`config.mk`:
```
export PLATFORM = sky130hd
export DESIGN_NAME = sthd_div
export DESIGN_NICKNAME = d
export VERILOG_FILES = /design/src/sv/sthd_pkg.sv /design/src/sv/sthd_div.sv
export SDC_FILE = /design/constraint.sdc
export NUM_CORES = 1
export LEC_CHECK = 0
export ABC_AREA = 1
export BUFFER_PORTS_ARGS = -buffer_cell sky130_fd_sc_hd__buf_4
export CAP_MARGIN = 0
export CELL_PAD_IN_SITES_DETAIL_PLACEMENT = 2
export CELL_PAD_IN_SITES_GLOBAL_PLACEMENT = 2
export CORE_UTILIZATION = 38
export CTS_BUF_LIST = sky130_fd_sc_hd__clkbuf_8
export DETAILED_ROUTE_END_ITERATION = 6
export PLACE_DENSITY_LB_ADDON = 0.1
export SETUP_SLACK_MARGIN = 0.2
export SKIP_LAST_GASP = 1
export SYNTH_ARGS = -nofsm -noshare
export SYNTH_HDL_FRONTEND = slang
export SYNTH_SLANG_ARGS = --single-unit
```
`constraint.sdc`:
```
create_clock -name clk -period 14.9 [get_ports clk]
set_clock_uncertainty 0.05 [all_clocks]
set_input_delay 4.47 -clock clk [delete_from_list [all_inputs] [get_ports clk]]
set_output_delay 4.47 -clock clk [all_outputs]
set_load 0.1 [all_outputs]
```
`src/sv/sthd_pkg.sv`:
```
`timescale 1ns / 1ps
`default_nettype none
package sthd_pkg;
  localparam int DRUM_COUNT_DEF = 8;
  localparam int CW = 16;
  localparam int VW = 24;
  localparam logic signed [31:0] NO_HIT_STEP = -32'sd1000000000;
  localparam logic [2:0] REG_ALPHA = 3'd0;
  localparam logic [2:0] REG_RADIUS = 3'd1;
  localparam logic [2:0] REG_ZWIN = 3'd2;
  localparam logic [2:0] REG_REARM = 3'd3;
  localparam logic [2:0] REG_MINSPD = 3'd4;

  typedef struct packed {
    logic [16:0] alpha;
    logic [14:0] radius;
    logic [14:0] zwin;
    logic [14:0] rearm;
    logic [22:0] minspd;
  } cfg_t;

  typedef struct packed {
    logic start;
    logic signed [36:0] dividend;
    logic [15:0] divisor;
  } div_req_t;

  typedef struct packed {
    logic done;
    logic signed [VW-1:0] quot;
  } div_rsp_t;
endpackage
`default_nettype wire

```
`src/sv/sthd_div.sv`:
```
`timescale 1ns / 1ps
`default_nettype none
module sthd_div (
  input  wire logic             clk,
  input  wire logic             rst,
  input  wire sthd_pkg::div_req_t req,
  output sthd_pkg::div_rsp_t    rsp
);
  import sthd_pkg::*;
  logic [36:0] rem_q;
  logic [36:0] mag;
  logic [15:0] dvs;
  logic neg;
  logic [5:0] cnt;
  logic busy;
  logic done_q;
  logic [37:0] trial;
  logic [36:0] qsat;

  assign trial = {rem_q[36:0], mag[36]} - {22'd0, dvs};

  always_ff @(posedge clk) begin
    if (rst) begin
      busy <= 1'b0;
      done_q <= 1'b0;
    end else begin
      done_q <= 1'b0;
      if (req.start) begin
        busy <= 1'b1;
        neg <= req.dividend[36];
        mag <= req.dividend[36] ? 37'(-req.dividend) : 37'(req.dividend);
        dvs <= req.divisor;
        rem_q <= '0;
        cnt <= 6'd37;
      end else if (busy) begin
        if (!trial[37]) begin
          rem_q <= trial[36:0];
          mag <= {mag[35:0], 1'b1};
        end else begin
          rem_q <= {rem_q[35:0], mag[36]};
          mag <= {mag[35:0], 1'b0};
        end
        cnt <= cnt - 6'd1;
        if (cnt == 6'd1) begin
          busy <= 1'b0;
          done_q <= 1'b1;
        end
      end
    end
  end

  always_comb begin
    rsp.done = done_q;
    qsat = mag;
    if (neg) begin
      if (qsat > 37'd8388608) rsp.quot = -24'sd8388608;
      else rsp.quot = VW'(-qsat);
    end else begin
      if (qsat > 37'd8388607) rsp.quot = 24'sd8388607;
      else rsp.quot = VW'(qsat);
    end
  end
endmodule
`default_nettype wire

```
==> results of run 1 <==
## how the worst min path moves through the flow
| stage | end | slack [ns] |
|---|---|---|
| after floorplan | done_q | 0.37 |
| final | done_q | 0.48 |
| after global placement | done_q | 0.47 |
| after CTS | done_q | 0.48 |
| after global routing | done_q | 0.50 |
| after detailed placement | done_q | 0.46 |
## state kept, by name, indices dropped and copies added (netlist names)
register,flops
mag,37
cnt,6
done_q,1
neg,1
rem_q,37
dvs,16
busy,1
## stage by stage
step / std cells / utilization / setup WS (ns)
detailed placement: 1580 / 0.426 / 7.50
CTS: 1596 / 0.437 / 7.06
global placement: 1580 / 0.426 / 7.74
global route: 1596 / 0.437 / 6.77
finish: 1596 / 0.437 / 7.06
floorplan: 1251 / - / 5.86
## placed cells by master, fill, tap and decap left out, types with 10 or more instances in the layout
cell,count
inv_2,10
a21oi_2,11
ha_1,21
nand2_2,19
o21ai_0,47
nand3_1,115
nand2_1,368
inv_1,172
nor3_1,25
edfxtp_1,97
xor2_1,49
nand4_1,37
nor2_1,147
a21oi_1,35
buf_4,84
## critical path, stage by stage, from the launching register on
cell      delay (ns)
edfxtp_1        0.43
inv_1           0.18
ha_1            0.24
nand2_1         0.09
nor2_1          0.09
nand2_1         0.13
nor3_2          0.19
nand2_2         0.13
nor2_4          0.15
nand2_2         0.11
o21bai_4        0.50
nor2_1          0.17
a21oi_1         0.18
buf_4           0.32
## cell type report
type                       instances  area share
tap                              280      0.0366
timing repair buffer              84      0.0660
clock buffer                       9      0.0130
multi-input combinational        933       0.493
inverter                         184      0.0722
clock inverter                     7      0.0109
sequential                        99       0.309
## metal layers
| layer | vias to the layer above | routed length [um] |
|---|---|---|
| li1 | 4162 | - |
| met1 | 4333 | 13500 |
| met2 | 147 | 17000 |
| met3 | 46 | 698 |
| met4 | 0 | 688 |
| met5 | - | 0 |
## cells by family (layout without fill, tap and decap cells)
logic type	after synthesis	in the layout	synth area share
flops	99	99	0.346
buf+inv	219	284	0.103
compound gates	107	107	0.0720
fa+ha+maj	22	22	0.0331
simple gates	753	753	0.393
xor+xnor	51	51	0.0524
## report_power, final
group	internal [mW]	total, mW	switching [mW]
Clock	0.0976	0.215	0.118
Sequential	0.332	0.351	0.0186
Combinational	0.0719	0.256	0.184
## cells in the mapped netlist, types with 16 or more instances
master    count  area [sq um]
nor3_1       25           125
ha_1         21           263
nor2_1      148           556
nand3_1     115           576
clkbuf_1     16          60.1
nand4_1      37           231
xor2_1       49           429
a21oi_1      36           180
nand2_2      19           119
nand2_1     368          1380
o21ai_0      47           235
edfxtp_1     97          2910
inv_1       172           646
==> load_flow_metrics.sql, run 1 <==
INSERT INTO impl_metrics (metric_group, metric, value, unit) VALUES
('finish', 'areaGrowthSynthToFinish', '12.1', '%'),
('timing', 'worst-slew-pin-transition', '1.09', 'ns'),
('floorplanning', 'start_util', '0.390', ''),
('drt', 'drt.antenna.violating_nets', '0', ''),
('pwr', 'total_design_power', '821', 'uW'),
('finish', 'multi_input_comb_area', '4710', 'sq um'),
('cts', 'cts_htree_levels', '3', ''),
('finish', 'count_of_inserted_antenna_diode_cells', '0', ''),
('floorplanning', 'fp.dieArea', '23100', 'sq um'),
('setup_path', 'reg2reg_depth', '13', ''),
('pwr', 'power.ir.vdd_worst', '0.0441', 'mV'),
('global_routing', 'grt.met3_usage', '0.0271', ''),
('logic_synthesis', 'sequential_share_of_the_synthesized_area', '0.346', ''),
('logic_synthesis', 'edff_count_synth', '97', ''),
('cts', 'cts-root-to-sink-buffers', '2', ''),
('setup_path', 'critical_path.reg2reg.startpoint', 'rem_q[6]', ''),
('pwr', 'power.density_cell_area', '85.9', 'nW/um^2'),
('drt', 'pre_antenna_drt_iters', '4', ''),
('global_routing', 'first_global_vias', '9697', ''),
('drt', 'detailedRoute.firstIterationViolations', '442', ''),
('timing', 'min_tclk_post_route', '7.84', 'ns'),
('drt', 'route.final.wire_length', '31900', 'um'),
('setup_path', 'critPathCapture', 'rsp[0]', ''),
('timing', 'period_share', '0.526', ''),
('global_routing', 'use_met1', '0.332', ''),
('logic_synthesis', 'synth.cell_area', '8530', 'sq um'),
('drt', 'wl_per_cell', '20.0', 'um'),
('cts', 'clock_tree_from_tritoncts', 'done', ''),
('global_routing', 'globalRouteTotalUtil', '0.282', ''),
('global_routing', 'gr_peak_layer', 'met2', ''),
('flow_run', 'timing.max_cap.violations', '0', ''),
('floorplanning', 'pin_count', '81', ''),
('setup_path', 'critical_path.max_fanout', '22', ''),
('setup_path', 'worst_reg2reg_endpoint', 'rem_q[2]', ''),
('logic_synthesis', 'postSynth.topFlopCell', 'edfxtp_1', ''),
('timing', 'timing.hold.ws', '0.480', 'ns'),
('finish', 'num-nets-final', '1389', ''),
('setup_path', 'reg2reg_slack', '11.43', 'ns'),
('floorplanning', 'die_x', '152', 'um'),
('global_routing', 'grt_first_pass_wirelength', '51700', 'um'),
('run_status', 'status', 'finished, final reports clean', ''),
('logic_synthesis', 'synthDistinctLibCells', '44', ''),
('timing', 'final_hold_viol_count', '0', ''),
('logic_synthesis', 'synthesis.yosys.warnings', '0', ''),
('floorplanning', 'die_height', '152', 'um'),
('placement', 'placedInstanceArea', '9330', 'sq um'),
('drt', 'avgViaCountPerCell', '5.44', ''),
('hold_path', 'holdPathStages', '2', ''),
('drt', 'drcViolationCount', '0', ''),
('cts', 'path_clk_slew', '0.12', 'ns'),
('global_routing', 'antenna_found_initial', '0', ''),
('setup_path', 'cp_data_arrival_time', '3.32', 'ns'),
('logic_synthesis', 'avgSynthCellArea', '6.82', 'sq um'),
('setup_path', 'timing.critical_path.to_type', 'output port', ''),
('timing', 'setup_tns', '0', 'ns'),
('setup_path', 'setup.worst_path.start', 'mag[1]', ''),
('setup_path', 'crit_type', 'reg2out', ''),
('global_routing', 'met2_usage', '0.537', ''),
('timing', 'finalSetupViolations', '0', ''),
('finish', 'final_design_area_no_fill', '9560', 'sq um'),
('placement', 'hpwl_detailed', '25000', 'um'),
('logic_synthesis', 'synth.ff_latch_count', '99', ''),
('pwr', 'power.static_leakage', '4.37', 'nW'),
('hold_path', 'hold_path_startpoint', 'busy', ''),
('logic_synthesis', 'syn-instance-count', '1251', ''),
('timing', 'grt_setup_unrepaired', 'false', ''),
('timing', 'maxClockFrequency', '0.128', 'GHz'),
('floorplanning', 'floorplan.core_area', '21900', 'sq um'),
('cts', 'clock-root-buffer', 'clkbuf_8', ''),
('finish', 'area.sequential', '2950', 'sq um'),
('global_routing', 'grt_max_degree', '68', '');
(Power assumes the default switching activity.)
==> run 2: changes to the inputs <==
--- a/config.mk
+++ b/config.mk
@@ -5,7 +5,7 @@
 export SDC_FILE = /design/constraint.sdc
 export NUM_CORES = 1
 export LEC_CHECK = 0
-export ABC_AREA = 1
+export ABC_AREA = 0
 export BUFFER_PORTS_ARGS = -buffer_cell sky130_fd_sc_hd__buf_4
 export CAP_MARGIN = 0
 export CELL_PAD_IN_SITES_DETAIL_PLACEMENT = 2
==> constraint.sdc (replaced) <==
create_clock -name clk -period 7.9 [get_ports clk]
set_clock_uncertainty 0.05 [all_clocks]
set_input_delay 2.37 -clock clk [delete_from_list [all_inputs] [get_ports clk]]
set_output_delay 2.37 -clock clk [all_outputs]
set_load 0.1 [all_outputs]
==> load_flow_metrics.sql, run 2 <==
INSERT INTO impl_metrics (metric_group, metric, value, unit) VALUES
('run_status', 'status', 'finished, final reports clean', ''),
('logic_synthesis', 'yosysTopAreaCellShare', '0.421', ''),
('logic_synthesis', 'syn-instance-count', '740', ''),
('cts', 'clock-root-buffer', 'clkbuf_8', ''),
('drt', 'route.final.wire_length', '20300', 'um'),
('global_routing', 'globalRouteTotalUtil', '0.225', ''),
('finish', 'post_route_non_filler_standard_cell_count', '1024', ''),
('cts', 'path_clk_slew', '0.09', 'ns'),
('drt', 'wl_per_cell', '19.8', 'um'),
('logic_synthesis', 'synth_simple_gate_area_frac', '0.208', ''),
('flow_run', 'timing.max_cap.violations', '0', ''),
('cts', 'clock_insertion_delay_worst_skew', '0.39', 'ns'),
('setup_path', 'setup.worst_path.start', 'mag[0]', ''),
('setup_path', 'critical_path.max_fanout', '23', ''),
('drt', 'drt.antenna.violating_nets', '0', ''),
('global_routing', 'first_global_vias', '6197', ''),
('global_routing', 'grt_max_degree', '68', ''),
('floorplanning', 'die_x', '137', 'um'),
('logic_synthesis', 'synthesis.yosys.warnings', '0', ''),
('setup_path', 'cp_data_arrival_time', '4.34', 'ns'),
('logic_synthesis', 'net_count_after_synthesis', '818', ''),
('finish', 'num-nets-final', '868', ''),
('floorplanning', 'die_height', '137', 'um'),
('placement', 'gp_routability_congestion', '0.825', ''),
('cts', 'post-cts-setup-buffers', '0', ''),
('timing', 'maxClockFrequency', '0.148', 'GHz'),
('cts', 'clock_sinks', '99', ''),
('finish', 'areaGrowthSynthToFinish', '12.4', '%'),
('setup_path', 'reg2reg_depth', '11', ''),
('timing', 'worst-slew-pin-transition', '0.991', 'ns'),
('timing', 'grt_setup_unrepaired', 'false', ''),
('drt', 'avgViaCountPerCell', '5.67', ''),
('timing', 'period_share', '0.856', ''),
('pwr', 'total_design_power', '1.38', 'mW'),
('placement', 'hpwl_detailed', '14700', 'um'),
('logic_synthesis', 'sequential_share_of_the_synthesized_area', '0.426', ''),
('global_routing', 'globalRouteOverflowTotal', '0', ''),
('logic_synthesis', 'synth_top_family_by_area', 'simple AND/OR/NAND/NOR gates', ''),
('timing', 'relSlewSlack', '0.322', ''),
('setup_path', 'timing.critical_path.to_type', 'output port', ''),
('cts', 'cts_htree_levels', '3', ''),
('timing', 'report.final.slew_viol_count', '0', ''),
('placement', 'dpl_worst_slack', '1.52', 'ns'),
('logic_synthesis', 'synthDistinctLibCells', '66', ''),
('floorplanning', 'start_util', '0.387', ''),
('logic_synthesis', 'synth_compound_gate_area_share', '0.176', ''),
('pwr', 'power.static_leakage', '2.86', 'nW'),
('floorplanning', 'rows', '49', ''),
('logic_synthesis', 'mux_share_of_post_synthesis_cell_area', '0.00289', ''),
('pwr', 'power.ir.vdd_worst', '0.0834', 'mV'),
('hold_path', 'hold_path_startpoint', 'busy', ''),
('finish', 'biggestRegsByFlops', 'mag x37, rem_q x37, dvs x16', ''),
('cts', 'postCtsResizedCells', '0', ''),
('drt', 'pre_antenna_drt_iters', '4', ''),
('logic_synthesis', 'post_synth_xor_area_fraction', '0.0860', ''),
('finish', 'layout_commonest_cell', 'edfxtp_1', ''),
('cts', 'cts-root-to-sink-buffers', '2', ''),
('cts', 'cts_made_buffers', '9', ''),
('hold_path', 'holdPathStages', '1', ''),
('global_routing', 'antenna_found_initial', '0', ''),
('setup_path', 'crit_type', 'reg2out', ''),
('logic_synthesis', 'synth_largest_area_cell', 'edfxtp_1', ''),
('logic_synthesis', 'synth.most_common_cell', 'edfxtp_1', ''),
('floorplanning', 'floorplan.core_area', '17900', 'sq um'),
('timing', 'final_hold_viol_count', '0', ''),
('hold_path', 'min_path_type', 'reg2reg', ''),
('setup_path', 'start_kind', 'flop', ''),
('finish', 'drive_above_1_share', '0.171', ''),
('finish', 'mostFrequentLayoutCells', 'edfxtp_1 (97), nor2_1 (84), buf_4 (83)', ''),
('timing', 'min_tclk_post_route', '6.76', 'ns'),
('floorplanning', 'pin_count', '81', ''),
('logic_synthesis', 'avgSynthCellArea', '9.36', 'sq um'),
('finish', 'count_of_inserted_antenna_diode_cells', '0', ''),
('setup_path', 'critical_path.reg2reg.startpoint', 'dvs[1]', ''),
('global_routing', 'grt_first_pass_wirelength', '32400', 'um'),
('logic_synthesis', 'postSynth.topFlopCell', 'edfxtp_1', ''),
('drt', 'route.vias.total', '5804', ''),
('timing', 'post-route-worst-setup-slack', '1.14', 'ns'),
('logic_synthesis', 'synth_commonest_cells', 'edfxtp_1 (97), nor2_1 (85), nand2_1 (60)', ''),
('setup_path', 'reg2reg_slack', '3.05', 'ns'),
('placement', 'numPlacedInstances', '1008', ''),
('logic_synthesis', 'synth.cell_area', '6930', 'sq um'),
('drt', 'drcViolationCount', '0', ''),
('logic_synthesis', 'synth_top_cells_by_area', 'edfxtp_1 (42%), xor2_1 (6.2%), nor2_1 (4.6%), a21oi_1 (4.3%), ha_1 (3.8%)', ''),
('logic_synthesis', 'synth_async_sr_flop_share', '0', ''),
('timing', 'finalSetupViolations', '0', ''),
('cts', 'clock_tree_from_tritoncts', 'done', ''),
('logic_synthesis', 'post_synthesis_adder_cell_area_fraction', '0.0408', ''),
('placement', 'placement.io_buffers', '80', ''),
('logic_synthesis', 'edff_count_synth', '97', ''),
('timing', 'setup_tns', '0', 'ns'),
('logic_synthesis', 'synth.ff_latch_count', '99', ''),
('setup_path', 'worst_reg2reg_endpoint', 'rem_q[7]', ''),
('floorplanning', 'fp.dieArea', '18800', 'sq um'),
('hold_path', 'whs_endpoint', 'done_q', ''),
('drt', 'detailedRoute.firstIterationViolations', '281', ''),
('setup_path', 'critical_path_required', '5.48', 'ns'),
('cts', 'holdBufCountCts', '0', ''),
('pwr', 'power.density_cell_area', '177', 'nW/um^2');
-- run 2: final cells by class --
| cell class | instances | area (sq um) |
|---|---|---|
| clock inverters | 5 | 53.8 |
| inverters | 40 | 155 |
| well taps | 229 | 287 |
| repair buffers | 83 | 623 |
| multi-input cells | 557 | 3560 |
| fillers | 1960 | 10100 |
| clock buffers | 11 | 151 |
| flip-flops and latches | 99 | 2950 |
-- run 2: metrics by stage --
step | instance area [sq um] | hold WS, ns | utilization
2_1_floorplan | 6930 | 0.416 | -
3_3_place_gp | 7580 | 0.428 | 0.423
3_5_place_dp | 7580 | 0.445 | 0.423
4_1_cts | 7780 | 0.464 | 0.435
5_1_grt | 7780 | 0.479 | 0.435
6_report | 7780 | 0.465 | 0.435
-- run 2: per-layer routing --
layer | share of wire | up-vias | track usage
met2 | 0.49 | 93 | 0.386
met4 | 0.0083 | 0 | 0.0452
met5 | 0 | - | 0
met1 | 0.45 | 2897 | 0.288
met3 | 0.047 | 13 | 0.0493
li1 | - | 2801 | -
-- run 2: worst max-delay path, stage by stage, from the launching register on --
cell and delay [ns]:
edfxtp_1 0.50, inv_1 0.10, ha_1 0.18, or4b_4 0.50, or3_4 0.36, or3_1 0.41
or3_1 0.38, or2_1 0.24, a21o_4 0.31, clkinv_4 0.09, nand2_4 0.14, o311ai_1 0.41
buf_4 0.36
-- run 2: worst max path at each step --
| stage | endpoint | slack (ns) | cells after the start |
|---|---|---|---|
| floorplan | rsp[14] | 0.15 | 13 |
| global placement | rsp[2] | 1.63 | 12 |
| detailed placement | rsp[2] | 1.52 | 12 |
| CTS | rsp[2] | 1.10 | 12 |
| global route | rsp[2] | 0.91 | 12 |
| finish | rsp[2] | 1.14 | 12 |
-- run 2: kinds of logic (layout without fill, tap and decap cells) --
logic type / count (synthesis) / count (layout)
AO/OA/AOI/OAI: 181 / 181
XOR/XNOR: 68 / 68
adder cells (fa/ha/maj): 22 / 22
buffers and inverters: 84 / 139
flip-flops: 99 / 99
multiplexers: 2 / 2
AND/OR/NAND/NOR: 284 / 284
-- run 2: report_power, final --
part	internal, mW	switching (mW)
clock	0.162	0.187
combinational	0.124	0.237
sequential	0.625	0.0406
total	0.911	0.465
==> run 3: changes to the inputs <==
--- a/config.mk
+++ b/config.mk
@@ -10,6 +10,7 @@
 export CAP_MARGIN = 0
 export CELL_PAD_IN_SITES_DETAIL_PLACEMENT = 2
 export CELL_PAD_IN_SITES_GLOBAL_PLACEMENT = 2
+export CORE_ASPECT_RATIO = 1.4
 export CORE_UTILIZATION = 38
 export CTS_BUF_LIST = sky130_fd_sc_hd__clkbuf_8
 export DETAILED_ROUTE_END_ITERATION = 6
==> constraint.sdc (replaced) <==
create_clock -name clk -period 7.9 [get_ports clk]
set_clock_uncertainty 0.05 [all_clocks]
set_input_delay 1.185 -clock clk [delete_from_list [all_inputs] [get_ports clk]]
set_output_delay 1.185 -clock clk [all_outputs]
set_load 0.1 [all_outputs]
==> load_flow_metrics.sql, run 3 (same netlist as run 2, synthesis figures left out) <==
INSERT INTO impl_metrics (metric_group, metric, value, unit) VALUES
('setup_path', 'critPathCapture', 'rsp[10]', ''),
('setup_path', 'critical_path.reg2reg.startpoint', 'dvs[1]', ''),
('global_routing', 'first_global_vias', '6374', ''),
('timing', 'finalSetupViolations', '0', ''),
('setup_path', 'critical_path.max_fanout', '23', ''),
('setup_path', 'critical_path_required', '6.66', 'ns'),
('global_routing', 'globalRouteOverflowTotal', '0', ''),
('global_routing', 'grt_first_pass_wirelength', '33100', 'um'),
('global_routing', 'grt.met3_usage', '0.0254', ''),
('drt', 'pre_antenna_drt_iters', '4', ''),
('global_routing', 'met2_usage', '0.442', ''),
('drt', 'drt.antenna.violating_nets', '0', ''),
('cts', 'path_clk_slew', '0.10', 'ns'),
('pwr', 'power.static_leakage', '2.84', 'nW'),
('cts', 'holdBufCountCts', '0', ''),
('global_routing', 'grt_max_degree', '82', ''),
('setup_path', 'reg2reg_depth', '11', ''),
('floorplanning', 'start_util', '0.386', ''),
('timing', 'setup_tns', '0', 'ns'),
('timing', 'grt_setup_unrepaired', 'false', ''),
('cts', 'cts-root-to-sink-buffers', '2', ''),
('placement', 'dpl_worst_slack', '2.58', 'ns'),
('floorplanning', 'rows', '58', ''),
('floorplanning', 'die_x', '116', 'um'),
('timing', 'period_share', '0.715', ''),
('cts', 'clock_insertion_delay_worst_skew', '0.37', 'ns'),
('setup_path', 'worst_reg2reg_endpoint', 'rem_q[7]', ''),
('pwr', 'power.ir.vdd_worst', '0.0754', 'mV'),
('pwr', 'power.share.sequential', '0.502', ''),
('drt', 'detailedRoute.firstIterationViolations', '274', ''),
('hold_path', 'min_path_type', 'reg2reg', ''),
('finish', 'count_of_inserted_antenna_diode_cells', '0', ''),
('setup_path', 'reg2reg_slack', '2.76', 'ns'),
('finish', 'mostFrequentLayoutCells', 'edfxtp_1 (97), nor2_1 (84), buf_4 (83)', ''),
('drt', 'avgViaCountPerCell', '5.66', ''),
('timing', 'post-route-worst-setup-slack', '2.25', 'ns'),
('finish', 'areaGrowthSynthToFinish', '11.9', '%'),
('floorplanning', 'die_height', '162', 'um'),
('timing', 'worst-slew-pin-transition', '1.05', 'ns'),
('global_routing', 'antenna_found_initial', '0', ''),
('finish', 'layout_commonest_cell', 'edfxtp_1', ''),
('pwr', 'comb_power_share', '0.275', ''),
('cts', 'cts_made_buffers', '9', ''),
('floorplanning', 'fp.dieArea', '18800', 'sq um'),
('setup_path', 'timing.critical_path.to_type', 'output port', ''),
('drt', 'wl_per_cell', '19.9', 'um'),
('setup_path', 'cp_data_arrival_time', '4.41', 'ns'),
('timing', 'final_hold_viol_count', '0', ''),
('timing', 'relSlewSlack', '0.280', ''),
('placement', 'gp_routability_congestion', '0.800', ''),
('finish', 'num-nets-final', '868', ''),
('cts', 'postCtsResizedCells', '0', ''),
('setup_path', 'crit_type', 'reg2out', ''),
('drt', 'route.vias.total', '5862', ''),
('placement', 'placement.io_buffers', '80', ''),
('global_routing', 'use_met1', '0.252', ''),
('global_routing', 'globalRouteTotalUtil', '0.228', ''),
('timing', 'maxClockFrequency', '0.177', 'GHz'),
('cts', 'clock_sinks', '99', ''),
('cts', 'cts_htree_levels', '3', ''),
('finish', 'biggestRegsByFlops', 'mag x37, rem_q x37, dvs x16', ''),
('global_routing', 'gr_peak_layer', 'met2', ''),
('timing', 'min_tclk_post_route', '5.65', 'ns'),
('placement', 'hpwl_detailed', '15400', 'um'),
('drt', 'route.final.wire_length', '20600', 'um'),
('flow_run', 'timing.max_cap.violations', '0', ''),
('pwr', 'power.density_cell_area', '171', 'nW/um^2'),
('pwr', 'net_switching_fraction_of_the_power', '0.350', ''),
('drt', 'drcViolationCount', '0', ''),
('setup_path', 'start_kind', 'flop', ''),
('setup_path', 'setup.worst_path.start', 'mag[1]', ''),
('cts', 'post-cts-setup-buffers', '0', ''),
('finish', 'drive_above_1_share', '0.169', ''),
('run_status', 'status', 'finished, final reports clean', ''),
('floorplanning', 'floorplan.core_area', '17900', 'sq um'),
('cts', 'clock-root-buffer', 'clkbuf_8', ''),
('floorplanning', 'pin_count', '81', ''),
('pwr', 'cell_internal_pwr', '860', 'uW'),
('pwr', 'net-switching-power', '463', 'uW'),
('timing', 'report.final.slew_viol_count', '0', ''),
('cts', 'clock_tree_from_tritoncts', 'done', ''),
('pwr', 'pwr-share-clk', '0.223', '');
-- run 3: changes by cell type in the layout (fill, tap and decap cells not counted) --
cell | previous run | this run
clkinv_2 | 0 | 1
clkinv_4 | 2 | 1
clkinv_1 | 0 | 2
bufinv_16 | 1 | 0
clkbuf_8 | 11 | 9
inv_6 | 0 | 1
-- run 3: power by group through the flow --
stage	logic, mW	registers, mW	clock network [mW]
after floorplan	0.275	0.658	0
after global placement	0.349	0.672	0
after detailed placement	0.366	0.675	0
after CTS	0.369	0.664	0.303
after global routing	0.396	0.670	0.322
final	0.364	0.664	0.295
-- run 3: how the worst min path moves through the flow --
stage               startpoint      to  slack [ns]  cells past startpoint
floorplan                 busy  done_q        0.42                      1
global placement          busy  done_q        0.43                      1
detailed placement        busy  done_q        0.45                      1
CTS                       busy  done_q        0.46                      1
global route              busy  done_q        0.48                      1
finish                    busy  done_q        0.46                      1
-- run 3: stage by stage --
step	std cells	total power, mW	cell area, sq um	hold slack [ns]	utilization
after floorplan	740	0.933	6930	0.416	-
after global placement	1019	1.02	7590	0.430	0.423
after detailed placement	1019	1.04	7590	0.448	0.423
after CTS	1035	1.34	7750	0.462	0.432
after global routing	1035	1.39	7750	0.483	0.432
final	1035	1.32	7750	0.457	0.432
-- run 3: layout make-up --
type,count,area [sq um]
clock buffer,9,124
tap,240,300
multi-input combinational,557,3560
sequential,99,2950
fill,2011,10200
inverter,40,155
clock inverter,7,36.3
timing repair buffer,83,623
-- run 3: worst max-delay path: stages, from the launching register on --
cell      delay (ns)
edfxtp_1        0.48
inv_1           0.12
ha_1            0.18
or4b_4          0.51
or3_4           0.37
or3_1           0.43
or3_1           0.39
or2_1           0.24
a21o_4          0.31
clkinv_4        0.09
nand2_4         0.14
o311ai_1        0.40
buf_4           0.36
-- run 3: per-layer routing --
layer  vias up  wire length (um)
met4         0               419
met2        93             11500
met3        23               487
met1      2938              8220
met5         -                 0
li1       2808                 -
